## config.mk

```make
export PLATFORM = sky130hd
export DESIGN_NAME = rle_escape_codec
export DESIGN_NICKNAME = d
export VERILOG_FILES = /design/src/hdl/rlec_pkg.sv /design/src/hdl/rlec_front.sv /design/src/hdl/rlec_queue.sv /design/src/hdl/rlec_back.sv /design/src/hdl/rle_escape_codec.sv
export VERILOG_INCLUDE_DIRS = /design/src /design/src/hdl
export SDC_FILE = /design/constraint.sdc
export NUM_CORES = 1
export LEC_CHECK = 0
export ABC_CLOCK_PERIOD_IN_PS = 7100
export BUFFER_PORTS_ARGS = -buffer_cell sky130_fd_sc_hd__buf_2
export CAP_MARGIN = 0
export CORE_UTILIZATION = 60
export CTS_CLUSTER_SIZE = 30
export DETAILED_ROUTE_END_ITERATION = 8
export PLACE_DENSITY_LB_ADDON = 0.25
export SYNTH_ARGS = -nofsm -noshare
export SYNTH_HDL_FRONTEND = slang
export SYNTH_SLANG_ARGS = --single-unit
```

## constraint.sdc

```tcl
create_clock -name clk -period 7.1 [get_ports clk]
set_input_delay 1.065 -clock clk [delete_from_list [all_inputs] [get_ports clk]]
set_output_delay 1.065 -clock clk [all_outputs]
set_load 0.01 [all_outputs]
```

## src/hdl/rle_escape_codec_macros.svh

```systemverilog
// Assertion macros shared by the run-length codec RTL.
`ifndef RLE_ESCAPE_CODEC_MACROS_SVH
`define RLE_ESCAPE_CODEC_MACROS_SVH

`ifndef ASSERT_OFF

// cond must never hold outside reset
`define RLEC_ASSERT_NEVER(label, clk, rst, cond, msg) \
  label: assert property (@(posedge clk) disable iff (rst) !(cond)) else $error(msg);

// ante implies cons in the same cycle, outside reset
`define RLEC_ASSERT_IMPLIES(label, clk, rst, ante, cons) \
  label: assert property (@(posedge clk) disable iff (rst) (ante) |-> (cons)) else \
    $error("implication failed");

// ante implies cons in the next cycle, checked during reset too
`define RLEC_ASSERT_NEXT(label, clk, ante, cons, msg) \
  label: assert property (@(posedge clk) (ante) |=> (cons)) else $error(msg);

`else

`define RLEC_ASSERT_NEVER(label, clk, rst, cond, msg)
`define RLEC_ASSERT_IMPLIES(label, clk, rst, ante, cons)
`define RLEC_ASSERT_NEXT(label, clk, ante, cons, msg)

`endif

`endif

```

## src/hdl/rlec_pkg.sv

```systemverilog
// Shared types and constants of the run-length codec.
package rlec_pkg;

  localparam int MAX_RUN_DEF     = 9;
  localparam int QUEUE_DEPTH_DEF = 4;

  localparam logic [7:0] DIGIT_ZERO = 8'h30;
  localparam logic [7:0] DIGIT_NINE = 8'h39;
  localparam logic [7:0] ESC_RESET  = 8'd82;

  // configuration register indexes
  localparam logic REG_MODE = 1'b0;
  localparam logic REG_ESC  = 1'b1;

  // codec_mode values
  localparam logic MODE_COMPRESS   = 1'b0;
  localparam logic MODE_DECOMPRESS = 1'b1;

  // output segment kinds
  typedef enum logic [1:0] {
    SEG_NONE = 2'd0,  // nothing
    SEG_LIT  = 2'd1,  // one plain byte
    SEG_CODE = 2'd2,  // escape, byte, digit
    SEG_REP  = 2'd3   // byte repeated count times
  } seg_kind_t;

  typedef struct packed {
    seg_kind_t   kind;
    logic [7:0]  data;
    logic [3:0]  count;
  } seg_t;

  // one queued command: up to two segments, first one always used
  typedef struct packed {
    seg_t        a;
    seg_t        b;
    logic [7:0]  esc;
  } cmd_t;

  typedef struct packed {
    logic full;
    logic empty;
  } q_status_t;

  // decoder phases; the unused code is handled as plain
  typedef enum logic [1:0] {
    PH_PLAIN = 2'd0,
    PH_RUN   = 2'd1,
    PH_COUNT = 2'd2
  } phase_t;

endpackage

```

## src/hdl/rlec_front.sv

```systemverilog
// Front end: takes input bytes, updates codec state, issues output commands.
module rlec_front #(
  parameter int MAX_RUN = rlec_pkg::MAX_RUN_DEF
) (
  input  logic              clk,
  input  logic              rst,
  input  logic              s_tvalid,
  output logic              s_tready,
  input  logic [7:0]        s_tdata,     // [7:0] in_byte
  input  logic              s_tlast,     // end_of_stream
  input  logic              codec_mode,
  input  logic [7:0]        escape_char,
  input  rlec_pkg::q_status_t q_status,
  output logic              push,
  output rlec_pkg::cmd_t    push_cmd
);
  import rlec_pkg::*;

  localparam logic [3:0] RUN_LIMIT = 4'(MAX_RUN);

  logic [7:0] run_byte;
  logic [3:0] run_length;
  phase_t     decode_phase;
  logic [7:0] held_byte;

  logic [7:0] run_byte_next;
  logic [3:0] run_length_next;
  phase_t     decode_phase_next;
  logic [7:0] held_byte_next;

  logic       accept;
  seg_t       seg_first;
  seg_t       seg_second;
  logic [3:0] digit_val;
  logic       extend;

  // code a finished run
  function automatic seg_t flush_seg(input logic [3:0] len, input logic [7:0] value,
                                     input logic [7:0] esc);
    seg_t s;
    s.kind  = SEG_NONE;
    s.data  = value;
    s.count = len;
    if (len != 4'd0) begin
      if (len > 4'd1 || value == esc) begin
        s.kind = SEG_CODE;
      end else begin
        s.kind = SEG_LIT;
      end
    end
    return s;
  endfunction

  assign s_tready = !q_status.full;
  assign accept   = s_tvalid && s_tready;

  assign extend    = run_length != 4'd0 && s_tdata == run_byte && run_length < RUN_LIMIT;
  assign digit_val = 4'(s_tdata - DIGIT_ZERO);

  // next state and segments for the current byte
  always_comb begin
    run_byte_next     = run_byte;
    run_length_next   = run_length;
    decode_phase_next = decode_phase;
    held_byte_next    = held_byte;
    seg_first         = '{kind: SEG_NONE, data: s_tdata, count: 4'd1};
    seg_second        = '{kind: SEG_NONE, data: s_tdata, count: 4'd1};

    if (codec_mode == MODE_COMPRESS) begin
      if (extend) begin
        run_length_next = run_length + 4'd1;
      end else begin
        seg_first       = flush_seg(run_length, run_byte, escape_char);
        run_byte_next   = s_tdata;
        run_length_next = 4'd1;
      end
      if (s_tlast) begin
        seg_second      = flush_seg(run_length_next, run_byte_next, escape_char);
        run_length_next = 4'd0;
      end
    end else begin
      unique case (decode_phase)
        PH_RUN: begin
          held_byte_next    = s_tdata;
          decode_phase_next = PH_COUNT;
        end
        PH_COUNT: begin
          if (s_tdata >= DIGIT_ZERO && s_tdata <= DIGIT_NINE && digit_val != 4'd0) begin
            seg_first = '{kind: SEG_REP, data: held_byte, count: digit_val};
          end
          decode_phase_next = PH_PLAIN;
        end
        default: begin
          if (s_tdata == escape_char) begin
            decode_phase_next = PH_RUN;
          end else begin
            seg_first = '{kind: SEG_LIT, data: s_tdata, count: 4'd1};
          end
        end
      endcase
      if (s_tlast) begin
        decode_phase_next = PH_PLAIN;
      end
    end

    // keep the first segment filled
    if (seg_first.kind == SEG_NONE) begin
      push_cmd.a = seg_second;
      push_cmd.b = '{kind: SEG_NONE, data: s_tdata, count: 4'd1};
    end else begin
      push_cmd.a = seg_first;
      push_cmd.b = seg_second;
    end
    push_cmd.esc = escape_char;
  end

  assign push = accept && push_cmd.a.kind != SEG_NONE;

  // codec state
  always_ff @(posedge clk) begin
    if (rst) begin
      run_byte     <= 8'd0;
      run_length   <= 4'd0;
      decode_phase <= PH_PLAIN;
      held_byte    <= 8'd0;
    end else if (accept) begin
      run_byte     <= run_byte_next;
      run_length   <= run_length_next;
      decode_phase <= decode_phase_next;
      held_byte    <= held_byte_next;
    end
  end

endmodule

```

## src/hdl/rlec_queue.sv

```systemverilog
// Short command queue between front and back end.
module rlec_queue #(
  parameter int DEPTH = rlec_pkg::QUEUE_DEPTH_DEF
) (
  input  logic                clk,
  input  logic                rst,
  input  logic                push,
  input  rlec_pkg::cmd_t      push_cmd,
  input  logic                pop,
  output rlec_pkg::cmd_t      head,
  output rlec_pkg::q_status_t status
);
  import rlec_pkg::*;

  localparam int AW = (DEPTH > 1) ? $clog2(DEPTH) : 1;
  localparam int CW = $clog2(DEPTH + 1);
  localparam logic [AW-1:0] LAST_SLOT = AW'(DEPTH - 1);

  cmd_t          mem [DEPTH];
  logic [AW-1:0] wr_ptr;
  logic [AW-1:0] rd_ptr;
  logic [CW-1:0] fill;

  logic do_push;
  logic do_pop;

  assign status.full  = fill == CW'(DEPTH);
  assign status.empty = fill == '0;
  assign do_push      = push && !status.full;
  assign do_pop       = pop && !status.empty;
  assign head         = mem[rd_ptr];

  // storage
  always_ff @(posedge clk) begin
    if (do_push) begin
      mem[wr_ptr] <= push_cmd;
    end
  end

  // pointers and fill level
  always_ff @(posedge clk) begin
    if (rst) begin
      wr_ptr <= '0;
      rd_ptr <= '0;
      fill   <= '0;
    end else begin
      if (do_push) begin
        wr_ptr <= (wr_ptr == LAST_SLOT) ? '0 : wr_ptr + 1'b1;
      end
      if (do_pop) begin
        rd_ptr <= (rd_ptr == LAST_SLOT) ? '0 : rd_ptr + 1'b1;
      end
      if (do_push && !do_pop) begin
        fill <= fill + 1'b1;
      end else if (do_pop && !do_push) begin
        fill <= fill - 1'b1;
      end
    end
  end

endmodule

```

## src/hdl/rlec_back.sv

```systemverilog
// Back end: expands queued commands to bytes, one per ready cycle.
module rlec_back (
  input  logic                clk,
  input  logic                rst,
  input  rlec_pkg::cmd_t      head,
  input  rlec_pkg::q_status_t q_status,
  output logic                pop,
  output logic                m_tvalid,
  input  logic                m_tready,
  output logic [7:0]          m_tdata,   // [7:0] out_byte
  output logic                m_tlast    // last_of_item
);
  import rlec_pkg::*;

  logic       sel;      // 0 first segment, 1 second segment
  logic [3:0] pos;      // byte position inside the segment

  seg_t       seg;
  logic [3:0] seg_len;
  logic [7:0] cur_byte;
  logic       seg_last;
  logic       cmd_last;
  logic       load;

  // current byte of the head command
  always_comb begin
    seg = sel ? head.b : head.a;
    unique case (seg.kind)
      SEG_CODE: begin
        seg_len = 4'd3;
        if (pos == 4'd0) begin
          cur_byte = head.esc;
        end else if (pos == 4'd1) begin
          cur_byte = seg.data;
        end else begin
          cur_byte = DIGIT_ZERO + {4'd0, seg.count};
        end
      end
      SEG_REP: begin
        seg_len  = seg.count;
        cur_byte = seg.data;
      end
      default: begin
        seg_len  = 4'd1;
        cur_byte = seg.data;
      end
    endcase
    seg_last = pos == seg_len - 4'd1;
    cmd_last = seg_last && (sel || head.b.kind == SEG_NONE);
  end

  assign load = !q_status.empty && (!m_tvalid || m_tready);
  assign pop  = load && cmd_last;

  // output register
  always_ff @(posedge clk) begin
    if (load) begin
      m_tdata <= cur_byte;
      m_tlast <= cmd_last;
    end
  end

  // position counters and valid
  always_ff @(posedge clk) begin
    if (rst) begin
      m_tvalid <= 1'b0;
      sel      <= 1'b0;
      pos      <= 4'd0;
    end else begin
      if (load) begin
        m_tvalid <= 1'b1;
        if (seg_last) begin
          pos <= 4'd0;
          sel <= !cmd_last;
        end else begin
          pos <= pos + 4'd1;
        end
      end else if (m_tready) begin
        m_tvalid <= 1'b0;
      end
    end
  end

endmodule

```

## src/hdl/rle_escape_codec.sv

```systemverilog
// Top level of the escape-byte run-length codec.
//
//  channel  | direction | handshake          | payload
//  ---------+-----------+--------------------+-------------------------------
//  s_*      | in        | s_tvalid/s_tready  | tdata[7:0] in_byte, tlast eos
//  m_*      | out       | m_tvalid/m_tready  | tdata[7:0] out_byte, tlast last
//  cfg_*    | in        | cfg_we             | addr 0 codec_mode, 1 escape_char
//
// One input byte is taken per cycle while the command queue has room; the
// front end classifies it and updates the codec state in that cycle.
// The back end sends one output byte per cycle while m_tready allows; a coded
// run gives 3 bytes, an expansion up to 9, an end-of-stream flush up to 6. The
// back end's expansion counter sets the output rate; QUEUE_DEPTH commands
// absorb it. Synchronous reset spares only queue storage and m_tdata/m_tlast.
`include "rle_escape_codec_macros.svh"

module rle_escape_codec #(
  parameter int MAX_RUN     = rlec_pkg::MAX_RUN_DEF,
  parameter int QUEUE_DEPTH = rlec_pkg::QUEUE_DEPTH_DEF
) (
  input  logic       clk,
  input  logic       rst,
  input  logic       s_tvalid,
  output logic       s_tready,
  input  logic [7:0] s_tdata,   // [7:0] in_byte
  input  logic       s_tlast,   // end_of_stream
  output logic       m_tvalid,
  input  logic       m_tready,
  output logic [7:0] m_tdata,   // [7:0] out_byte
  output logic       m_tlast,   // last_of_item
  input  logic       cfg_we,
  input  logic       cfg_addr,
  input  logic [7:0] cfg_data
);
  import rlec_pkg::*;

  logic       codec_mode;
  logic [7:0] escape_char;

  logic       push;
  cmd_t       push_cmd;
  logic       pop;
  cmd_t       head;
  q_status_t  q_status;

  // configuration registers
  always_ff @(posedge clk) begin
    if (rst) begin
      codec_mode  <= MODE_COMPRESS;
      escape_char <= ESC_RESET;
    end else if (cfg_we) begin
      if (cfg_addr == REG_MODE) begin
        codec_mode <= cfg_data[0];
      end else begin
        escape_char <= cfg_data;
      end
    end
  end

  rlec_front #(.MAX_RUN(MAX_RUN)) u_front (
    .clk         (clk),
    .rst         (rst),
    .s_tvalid    (s_tvalid),
    .s_tready    (s_tready),
    .s_tdata     (s_tdata),
    .s_tlast     (s_tlast),
    .codec_mode  (codec_mode),
    .escape_char (escape_char),
    .q_status    (q_status),
    .push        (push),
    .push_cmd    (push_cmd)
  );

  rlec_queue #(.DEPTH(QUEUE_DEPTH)) u_queue (
    .clk      (clk),
    .rst      (rst),
    .push     (push),
    .push_cmd (push_cmd),
    .pop      (pop),
    .head     (head),
    .status   (q_status)
  );

  rlec_back u_back (
    .clk      (clk),
    .rst      (rst),
    .head     (head),
    .q_status (q_status),
    .pop      (pop),
    .m_tvalid (m_tvalid),
    .m_tready (m_tready),
    .m_tdata  (m_tdata),
    .m_tlast  (m_tlast)
  );

  // checks
  `RLEC_ASSERT_NEXT(a_reset_idle, clk, rst, !m_tvalid && q_status.empty, "not idle after reset")
  `RLEC_ASSERT_NEVER(a_pop_empty, clk, rst, pop && q_status.empty, "pop from empty queue")
  `RLEC_ASSERT_IMPLIES(a_push_filled, clk, rst, push, push_cmd.a.kind != SEG_NONE)

endmodule

```

Word level (Yosys, flattened, before mapping)
Memory sizes are Yosys's and may differ from the RTL's. A register that Yosys moved wholly into a read port is not among the register bits.
Cells that the tools add are included.
W data, S select, Z words.
{ "classes": {"bitwise": 2, "mux": 36, "n_reduce_logical": 40, "addsub": 9, "eq_ne": 13, "magnitude_cmp": 5} }
{ "ops": {"columns": ["cell", "n"], "rows": [
  ["$mux W14", 6],
  ["$mux W8", 5],
  ["$eq A8 B8 Y1", 4],
  ["$mux W28", 1],
  ["$pmux W14 S2", 1],
  ["$mux W2", 10],
  ["$mux W4", 4],
  ["$reduce_bool A4 Y1", 4],
  ["$logic_and A1 B1 Y1", 13],
  ["$mux W13", 1],
  ["$eq A2 B2 Y1 const B", 5],
  ["$add A4 B1 Y4 const B", 2],
  ["$ge A8 B6 Y1 const B", 1],
  ["$gt A4 B1 Y1 const B", 2],
  ["$le A8 B6 Y1 const B", 1],
  ["$pmux W4 S2", 1],
  ["$reduce_and A2 Y1", 4],
  ["$sub A4 B1 Y4 const B", 2],
  ["$add A6 B4 Y7 const A", 1],
  ["$logic_not A1 Y1", 6],
  ["$mux W3", 2],
  ["$reduce_and A3 Y1", 2],
  ["$reduce_bool A2 Y1", 3],
  ["$add A2 B1 Y2 const B", 2],
  ["other kinds (14)", 22]
]} }
{ "word_totals": {"reg_bits": 53, "wordCells": 120, "ram_bits": 144, "output_inout_bits": 11, "n_memories": 1} }
{ "mem_list": {"columns": ["memory", "depth", "word_bits", "read_ports", "rd_clocked_by_memory_dff", "wr", "line_no", "text"], "rows": [
  ["u_queue.mem", 4, 36, 1, 1, 1, "rlec_queue.sv:19", "cmd_t mem [DEPTH];"]
]} }

Depth between registers and ports, before layout
Gate-level depths: netlist of run 1.
{ "depth": {"depth_word": 19, "mapped_depth": 20} }

Modules after synthesis
A second synthesis of run 1 with hierarchy kept.
{ "hier_totals": {"hier_cells": 680, "area_unflattened_um2": 9222.6} }
{ "by_module_without_submodules": {"columns": ["module", "cells_each", "instances", "area_each_um2", "seq_area_each_um2"], "rows": [
  ["rlec_queue", 238, 1, 5699.2, 4504.3],
  ["rlec_front", 285, 1, 2029.4, 440.4],
  ["rlec_back", 120, 1, 1103.6, 390.4],
  ["rle_escape_codec", 37, 1, 390.4, 180.2]
]} }

Worst setup path after synthesis of run 1
Ideal clock, no wire load.
{ "synth_timing": {"kind": "register to register", "startpoint": "register with a tool-made name", "endpoint": "register u_queue.fill[2]", "path_buffers": 2, "arrival_time_ps": 3973, "path_stages_with_launch": 20, "slack_ps": 3056, "synth_period_minus_slack_ps": 4044, "required_time_ps": 7030, "path_cell_list": "dfxtp_1 -> buf_6 -> buf_4 -> mux4_2 -> nand3_1 -> o21ai_1 -> and2_1 -> ha_1 -> xnor2_1 -> xnor2_1 -> a31o_1 -> a32oi_4 -> nor4_4 -> inv_1 -> ha_1 -> inv_1 -> fa_1 -> xor2_1 -> or3_1 -> a21oi_1"} }
{ "synth_rtl": {"columns": ["item", "line_no", "text"], "rows": [
  ["end signal: assignment", "rlec_queue.sv:54", "fill <= fill + 1'b1;"],
  ["end signal: assignment", "rlec_queue.sv:56", "fill <= fill - 1'b1;"],
  ["end: declaration", "rlec_queue.sv:22", "logic [CW-1:0] fill;"]
]} }

==> results.txt, run 1 <==
Outcome: completed
Synth warn: 0
RSZ-0062 raised after global routing: no
Startpoint class of the critical path: flop
Buf/Inv on CP: 3
DRT Pass-1 Iters: 6
# fillers: 971
Fin. Hold Viols: 0
Gate Count Post-Synth: 624
Die area: 0.0153 mm^2
# nets final: 701
Overall Power: 3.21 mW
Largest net degree at the start of global routing: 42
Vias post-DR: 5321
Static leakage: 3.40 nW
Worst skew pair latency: 0.43 ns
Slew Viols, Final: 0
Ys async rst share: 0%
Worst setup margin: 2.24 ns
R2R Setup Slk: 2.24 ns
Core Footprint: 0.0145 mm^2
Finish-stage setup viols: 0
Initial Util: 61.2%
Distinct cells, synth: 67
Setup bufs post-CTS: 0
Post-synth EDFFs: 153
Total Routed Length: 18700 um
Via density: 6.20
Achievable Freq: 206 MHz
DRC violations left: 0
Drt wl/cell: 21.8 um
Post-synth top flop: edfxtp_1
H-Tree Depth: 4
Worst-path clk slew: 0.07 ns
Relative slew slack: 27.1%
CTS tree: yes
Die width: 124 um
Initial antenna violation count: 0
PD cells: 328 mW/mm^2
Synthesized area: 0.00886 mm^2
Peak supply drop: 0.196 mV
Sink Count: 199
N_diodes: 0
Gpl congestion: 0.963
Clk buf depth: 2
Top cells by area, synth: edfxtp_1 52%, dfxtp_1 10%, mux4_2 6.9%
Number of buffers created by CTS: 17
# rows: 44
Global-route usage over all layers: 26.4%
First-pass GRT wire length: 28800 um
Critical path cell sequence: buf_4 > mux4_1 > mux2i_4 > and2_1 > ha_1 > xnor2_1 > xnor2_1 > a31o_1 > a32oi_4 > nor4_4 > inv_1 > ha_1 > inv_1 > fa_1 > xor2_1 > or3_1 > a21oi_1
#FFs+latches synth: 199
Worst stage delay on the critical path: 1.04 ns
Arrival time at the worst endpoint: 5.21 ns
Number of global-route vias before repair: 5105
Setup slack at placement: 2.23 ns
Area grow syn2layout: 10.4%
Maximum fanout along the worst path: 24
Die Y: 124 um
Area leader, netlist: edfxtp_1
IO Pins: 34
Hold WC Path Type: reg -> reg
Minimum clock period: 4.86 ns
HPWL after DPL: 12400 um
Post-synthesis sequential area ratio: 62.2%
Ratio of cells with drive above 1 in the final layout: 16.8%
Post-synth top area share: 51.8%
CP max stage cell: dfxtp_1
Post-CTS Hold Fix Bufs: 0
Type of the worst setup path: reg -> reg
Total negative slack: 0 ns
Port Buffers: 33
Post-CTS sizing: 0
Leading cell type in the layout, fill and taps excluded: edfxtp_1
CTS root buf: clkbuf_16
Final worst-path cycle share: 68.5%
Commonest non-fill, non-tap cells in the layout: 153 x edfxtp_1, 52 x nand2_1, 45 x dfxtp_1
Final antenna-violating net count: 0
Initial DRC count: 548
Mapped Avg Cell Area: 14.2 um^2
Max cap viols: 0
Gr ovfl total: 0
Setup crit end kind: flop
Worst path required time: 7.45 ns
Tightest Pin Transition: 1.09 ns
Worst Skew: 0.00690 ns
CP delay by family, top: flip-flops
[worst register-to-register path: cells and delay by family, from the launching register on]
kind / cells / cell delay, ns
flip-flops: 1 / 1.04
AO/OA/AOI/OAI: 3 / 0.76
adder cells (fa/ha/maj): 3 / 0.70
multiplexers: 2 / 0.64
AND/OR/NAND/NOR: 3 / 0.58
buffers and inverters: 3 / 0.57
XOR/XNOR: 3 / 0.47
[layout make-up]
class	count	area (um^2)	area share, %
flip-flops and latches	199	5520	56.4
multi-input cells	379	3150	32.2
clock buffers	20	457	4.67
well taps	184	230	2.35
repair buffers	41	225	2.30
clock inverters	12	118	1.20
inverters	23	86.3	0.882
[synth_stat cells, types with 3 or more instances]
cell / number
nor3b_1: 3
mux2i_1: 20
xor2_1: 20
mux4_1: 9
ha_1: 16
a22o_1: 11
a211oi_1: 3
o21ai_0: 11
a21oi_1: 27
buf_1: 4
nor4_1: 5
edfxtp_1: 153
inv_1: 23
nand4_1: 4
or3_1: 3
nor2b_1: 3
a21o_1: 4
a31oi_1: 12
and2_1: 6
o22ai_1: 7
dfxtp_1: 46
o211ai_1: 4
nand3_1: 17
nor2_1: 38
xnor2_1: 12
mux4_2: 27
buf_2: 9
nand2_1: 52
clkbuf_1: 22
nor3_1: 7
[per-layer routing]
layer  vias up  wire length [um]  global-route usage [%]
met1      2672              7890                    35.6
met2       199              9310                    42.8
li1       2422                 -                       -
met3        28              1170                    5.40
met4         0               335                    9.49
met5         -                 0                       0
[report_power, final]
group          switching, mW  internal [mW]
Combinational          0.457          0.350
Sequential            0.0833           1.39
Clock                  0.421          0.506
[kinds of logic after synthesis]
family,Yosys count,synth area share [%]
DFF,199,62.2
and+or+nand+nor,151,8.13
xor gates and xnor gates,33,3.47
AOI/OAI and AO/OA,100,7.92
adders and majority gates,17,2.48
buffers and inverters,60,2.80
other,2,0.0847
muxes,62,12.9
[path summary, 6_finish.rpt]
path | endpoint | from | depth (start not counted)
setup / recovery | u_queue.fill[2] | flop | 17
hold / removal | u_front.held_byte[7] | u_front.held_byte[7] | 2
setup reg to reg | u_queue.fill[2] | flop | 17
hold reg to reg | u_front.held_byte[7] | u_front.held_byte[7] | 2
[registers in the layout (all words and copies together) (netlist names), 3 cells and up, named ones only]
signal,flops
u_queue.mem,144
u_back.pos,4
u_front.held_byte,8
u_front.run_byte,8
escape_char,8
u_back.m_tdata,8
u_queue.fill,3
u_front.run_length,4
[through the flow]
step	hold slack, ns	std cells	util [%]	instance area, um^2
global placement	0.447	826	63.6	9210
finish	0.462	858	67.6	9780
detailed placement	0.452	826	63.6	9210
global route	0.485	858	67.6	9780
floorplan	0.433	638	-	8910
CTS	0.462	858	67.6	9780
Power figures use the tool's default switching activity.
==> inputs of run 2 (changes only) <==
- ABC_CLOCK_PERIOD_IN_PS: 7100 -> 4000
- CORE_UTILIZATION: 60 -> 56
- clock period: 7.1 -> 4 ns (I/O delays scaled with it)
==> results.txt, run 2 (synthesis results as in run 1) <==
PD cells: 590 mW/mm^2
N_diodes: 0
Area grow syn2layout: 12.9%
Final worst-path cycle share: 99.5%
Gr ovfl total: 0
Largest Register: u_queue.mem
Most frequent CP cell: nand2_1
Final antenna-violating net count: 0
Via density: 5.92
IO Pins: 34
CP max stage cell: mux4_2
Worst skew pair latency: 0.43 ns
Static leakage: 3.50 nW
Worst setup margin: 0.0190 ns
Die Y: 128 um
CTS tree: yes
Post-CTS Hold Fix Bufs: 0
Total Routed Length: 18200 um
Die area: 0.0163 mm^2
Leading cell type in the layout, fill and taps excluded: edfxtp_1
Utilization after layout: 65.3%
Vias post-DR: 5332
Type of the worst setup path: reg -> reg
Total negative slack: 0 ns
Initial DRC count: 472
Number of global-route vias before repair: 5335
Worst path required time: 4.36 ns
Max reg flops: 144
# rows: 45
Arrival time at the worst endpoint: 4.34 ns
Max cap viols: 0
Ratio of cells with drive above 1 in the final layout: 20.6%
Global-route usage over all layers: 23.9%
DRT Pass-1 Iters: 4
Hold Slack: 0.381 ns
Die width: 128 um
DRC violations left: 0
# fillers: 1101
H-Tree Depth: 4
Setup crit end kind: flop
Sink Count: 199
Achievable Freq: 251 MHz
HPWL after DPL: 12100 um
Number of buffers created by CTS: 17
Fin. Hold Viols: 0
Maximum fanout along the worst path: 7
Startpoint class of the critical path: flop
Commonest non-fill, non-tap cells in the layout: 153 x edfxtp_1, 52 x nand2_1, 45 x dfxtp_1
Gpl congestion: 0.925
Relative slew slack: 45.4%
Worst-path clk slew: 0.07 ns
Slew Viols, Final: 0
Clk buf depth: 2
# nets final: 717
Outcome: completed
Drt wl/cell: 20.2 um
Critical path cell sequence: mux4_2 > mux2i_4 > nand2_1 > nand2_1 > nor2_1 > a31oi_1 > ha_2 > xnor2_2 > xnor2_1 > a31o_1 > a32oi_4 > nor4_4 > inv_1 > ha_4 > inv_2 > fa_2 > xor2_2 > or3_1 > a21oi_2
Finish-stage setup viols: 0
Worst Skew: 0.0108 ns
Setup slack at placement: -0.0514 ns
RSZ-0062 raised after global routing: yes
Worst stage delay on the critical path: 0.54 ns
Initial antenna violation count: 0
Port Buffers: 33
Tightest Pin Transition: 0.820 ns
Peak supply drop: 0.323 mV
Hold WC Path Type: in -> reg
CTS root buf: clkbuf_16
Largest net degree at the start of global routing: 42
Initial Util: 57.9%
Minimum clock period: 3.98 ns
Core Footprint: 0.0153 mm^2
First-pass GRT wire length: 28700 um
==> run 2: final timing paths <==
check | startpoint | endpoint | slack (ns) | cells after the start
max | flop | u_queue.fill[2] | 0.02 | 19
min | cfg_data[6] | escape_char[6] | 0.38 | 3
max reg2reg | flop | u_queue.fill[2] | 0.02 | 19
min reg2reg | u_front.held_byte[3] | u_front.held_byte[3] | 0.46 | 2
==> run 2: power by group <==
group	internal [mW]	total, mW	switching, mW	leakage, nW
Combinational	0.726	1.62	0.897	1.42
Sequential	2.47	2.58	0.111	1.79
Clock	0.940	1.70	0.758	0.293
==> run 2: critical path, delay by kind of cell (launching register included) <==
family | cells | cell delay [ns]
simple gates | 5 | 0.63
buf+inv | 2 | 0.16
flops | 1 | 0.40
xor+xnor | 3 | 0.43
compound gates | 4 | 0.82
fa+ha+maj | 3 | 0.76
mux | 2 | 0.72
==> run 2: what timing repair did <==
action,CTS,global route
gates resized for setup,3,14
endpoints found under the setup margin,1,2
endpoints found under the hold margin,0,0
setup buffers,3,2
pin swaps,0,13
==> run 2: metrics by stage <==
| step | cells | power, mW | area, um^2 |
|---|---|---|---|
| floorplan | 638 | 3.72 | 8910 |
| global placement | 865 | 4.10 | 9330 |
| detailed placement | 865 | 4.16 | 9330 |
| CTS | 900 | 5.87 | 9960 |
| global route | 901 | 6.16 | 10000 |
| finish | 901 | 5.91 | 10000 |
==> run 2: per-layer routing <==
metal | part of all wire [%] | vias to the layer above | GRT usage [%]
met4 | 1.9 | 0 | 9.83
met5 | 0 | - | 0
met3 | 5.6 | 30 | 4.13
met2 | 49 | 171 | 38.9
li1 | - | 2460 | -
met1 | 43 | 2671 | 32.1
==> run 2: final cells by class <==
type,instances,area (um^2),share of cell area (%)
Sequential cell,199,5520,55.2
Multi-Input combinational cell,379,3190,31.9
Clock inverter,14,164,1.64
Clock buffer,18,429,4.29
Tap cell,211,264,2.64
Inverter,23,86.3,0.863
Timing Repair Buffer,57,349,3.49
==> inputs of run 3 (changes only) <==
- CORE_UTILIZATION: 56 -> 45
==> results.txt, run 3 (synthesis results as in run 1) <==
Outcome: completed
Final worst-path cycle share: 95.4%
M1 WL: 8370 um
Worst setup margin: 0.185 ns
Global-route usage over all layers: 19.6%
Worst path required time: 4.35 ns
Hold Slack: 0.378 ns
Commonest non-fill, non-tap cells in the layout: 153 x edfxtp_1, 52 x nand2_1, 44 x dfxtp_1
DRC violations left: 0
Initial antenna violation count: 0
Achievable Freq: 262 MHz
HPWL after DPL: 12600 um
Number of global-route vias before repair: 5319
N_diodes: 0
Worst skew pair latency: 0.43 ns
# rows: 50
Final antenna-violating net count: 0
Storage cell area: 0.00552 mm^2
Static leakage: 3.51 nW
Max cap viols: 0
Initial DRC count: 464
Die area: 0.0203 mm^2
Port Buffers: 33
First-pass GRT wire length: 28900 um
Worst-path clk slew: 0.07 ns
Ratio of cells with drive above 1 in the final layout: 21.2%
DRT Pass-1 Iters: 5
H-Tree Depth: 4
CTS tree: yes
Die width: 142 um
Peak supply drop: 0.317 mV
Vias post-DR: 5261
Drt wl/cell: 19.6 um
Area grow syn2layout: 13.8%
# fillers: 1595
Tightest Pin Transition: 1.02 ns
Core Footprint: 0.0190 mm^2
Type of the worst setup path: reg -> reg
Met2 WL: 9270 um
Sink Count: 199
Die Y: 142 um
Met3 wire length: 659 um
Relative slew slack: 31.9%
Largest Register: u_queue.mem
Maximum fanout along the worst path: 6
Number of buffers created by CTS: 17
# nets final: 718
Arrival time at the worst endpoint: 4.17 ns
Max reg flops: 144
Hold WC Path Type: in -> reg
Slew Viols, Final: 0
Multi-input logic area: 0.00320 mm^2
Minimum clock period: 3.81 ns
Top sig layer: met4
IO Pins: 34
Largest net degree at the start of global routing: 42
Startpoint class of the critical path: flop
Via density: 5.54
Initial Util: 46.6%
Finish-stage setup viols: 0
Leading cell type in the layout, fill and taps excluded: edfxtp_1
Fin. Hold Viols: 0
Setup slack at placement: -0.122 ns
PD cells: 593 mW/mm^2
Gpl congestion: 0.876
Total Routed Length: 18600 um
CTS root buf: clkbuf_16
Clk buf depth: 2
Setup crit end kind: flop
Post-CTS Hold Fix Bufs: 0
Overall Power: 5.98 mW
Gr ovfl total: 0
Worst Skew: 0.0149 ns
[run 3: where the power goes]
part / total (mW) / switching, mW / internal [mW]
Combinational: 1.65 / 0.894 / 0.760
Clock: 1.74 / 0.789 / 0.952
Sequential: 2.59 / 0.114 / 2.47
[run 3: path summary, 6_finish.rpt]
| path | depth (start not counted) | endpoint | slack (ns) | startpoint |
|---|---|---|---|---|
| setup / recovery | 18 | u_queue.fill[2] | 0.19 | flop |
| hold / removal | 3 | escape_char[1] | 0.38 | cfg_data[1] |
| setup reg to reg | 18 | u_queue.fill[2] | 0.19 | flop |
| hold reg to reg | 2 | u_front.held_byte[6] | 0.47 | u_front.held_byte[6] |
[run 3: cell type report]
| class | count | share of cell area [%] |
|---|---|---|
| Clock inverter | 13 | 1.75 |
| Tap cell | 260 | 3.22 |
| Sequential cell | 199 | 54.7 |
| Clock buffer | 18 | 4.25 |
| Inverter | 23 | 0.856 |
| Timing Repair Buffer | 58 | 3.50 |
| Multi-Input combinational cell | 379 | 31.7 |
[run 3: critical path, cell delays in order, from the launching register on]
cell and delay, ns:
dfxtp_4 0.39, mux4_2 0.52, mux2i_2 0.18, buf_4 0.15, nand2_1 0.08, a31oi_4 0.20, ha_4 0.16, xnor2_2 0.13
xnor2_1 0.10, a31o_1 0.26, a32oi_4 0.26, nor4_4 0.09, inv_1 0.08, ha_2 0.17, inv_1 0.05, fa_2 0.33
xor2_1 0.17, or3_1 0.31, a21oi_1 0.12
[run 3: layer usage]
layer	up-vias	global-route usage [%]
met4	0	6.40
li1	2455	-
met5	-	0
met1	2666	25.9
met3	24	3.67
met2	116	32.6
[run 3: through the flow]
step / utilization (%) / TNS [ns] / area (um^2) / cells
finish: 53.0 / 0 / 10100 / 950
global route: 53.0 / -0.00241 / 10100 / 950
CTS: 52.7 / 0 / 10000 / 946
detailed placement: 49.4 / -0.184 / 9390 / 913
global placement: 49.4 / 0 / 9390 / 913
floorplan: - / 0 / 8910 / 638
[run 3: what timing repair did]
action                     CTS  global route
cloned                       0             0
setup buffers                2             4
setup endpoints to repair    2             2
gates resized for setup      1            15
pin swaps                    0             6
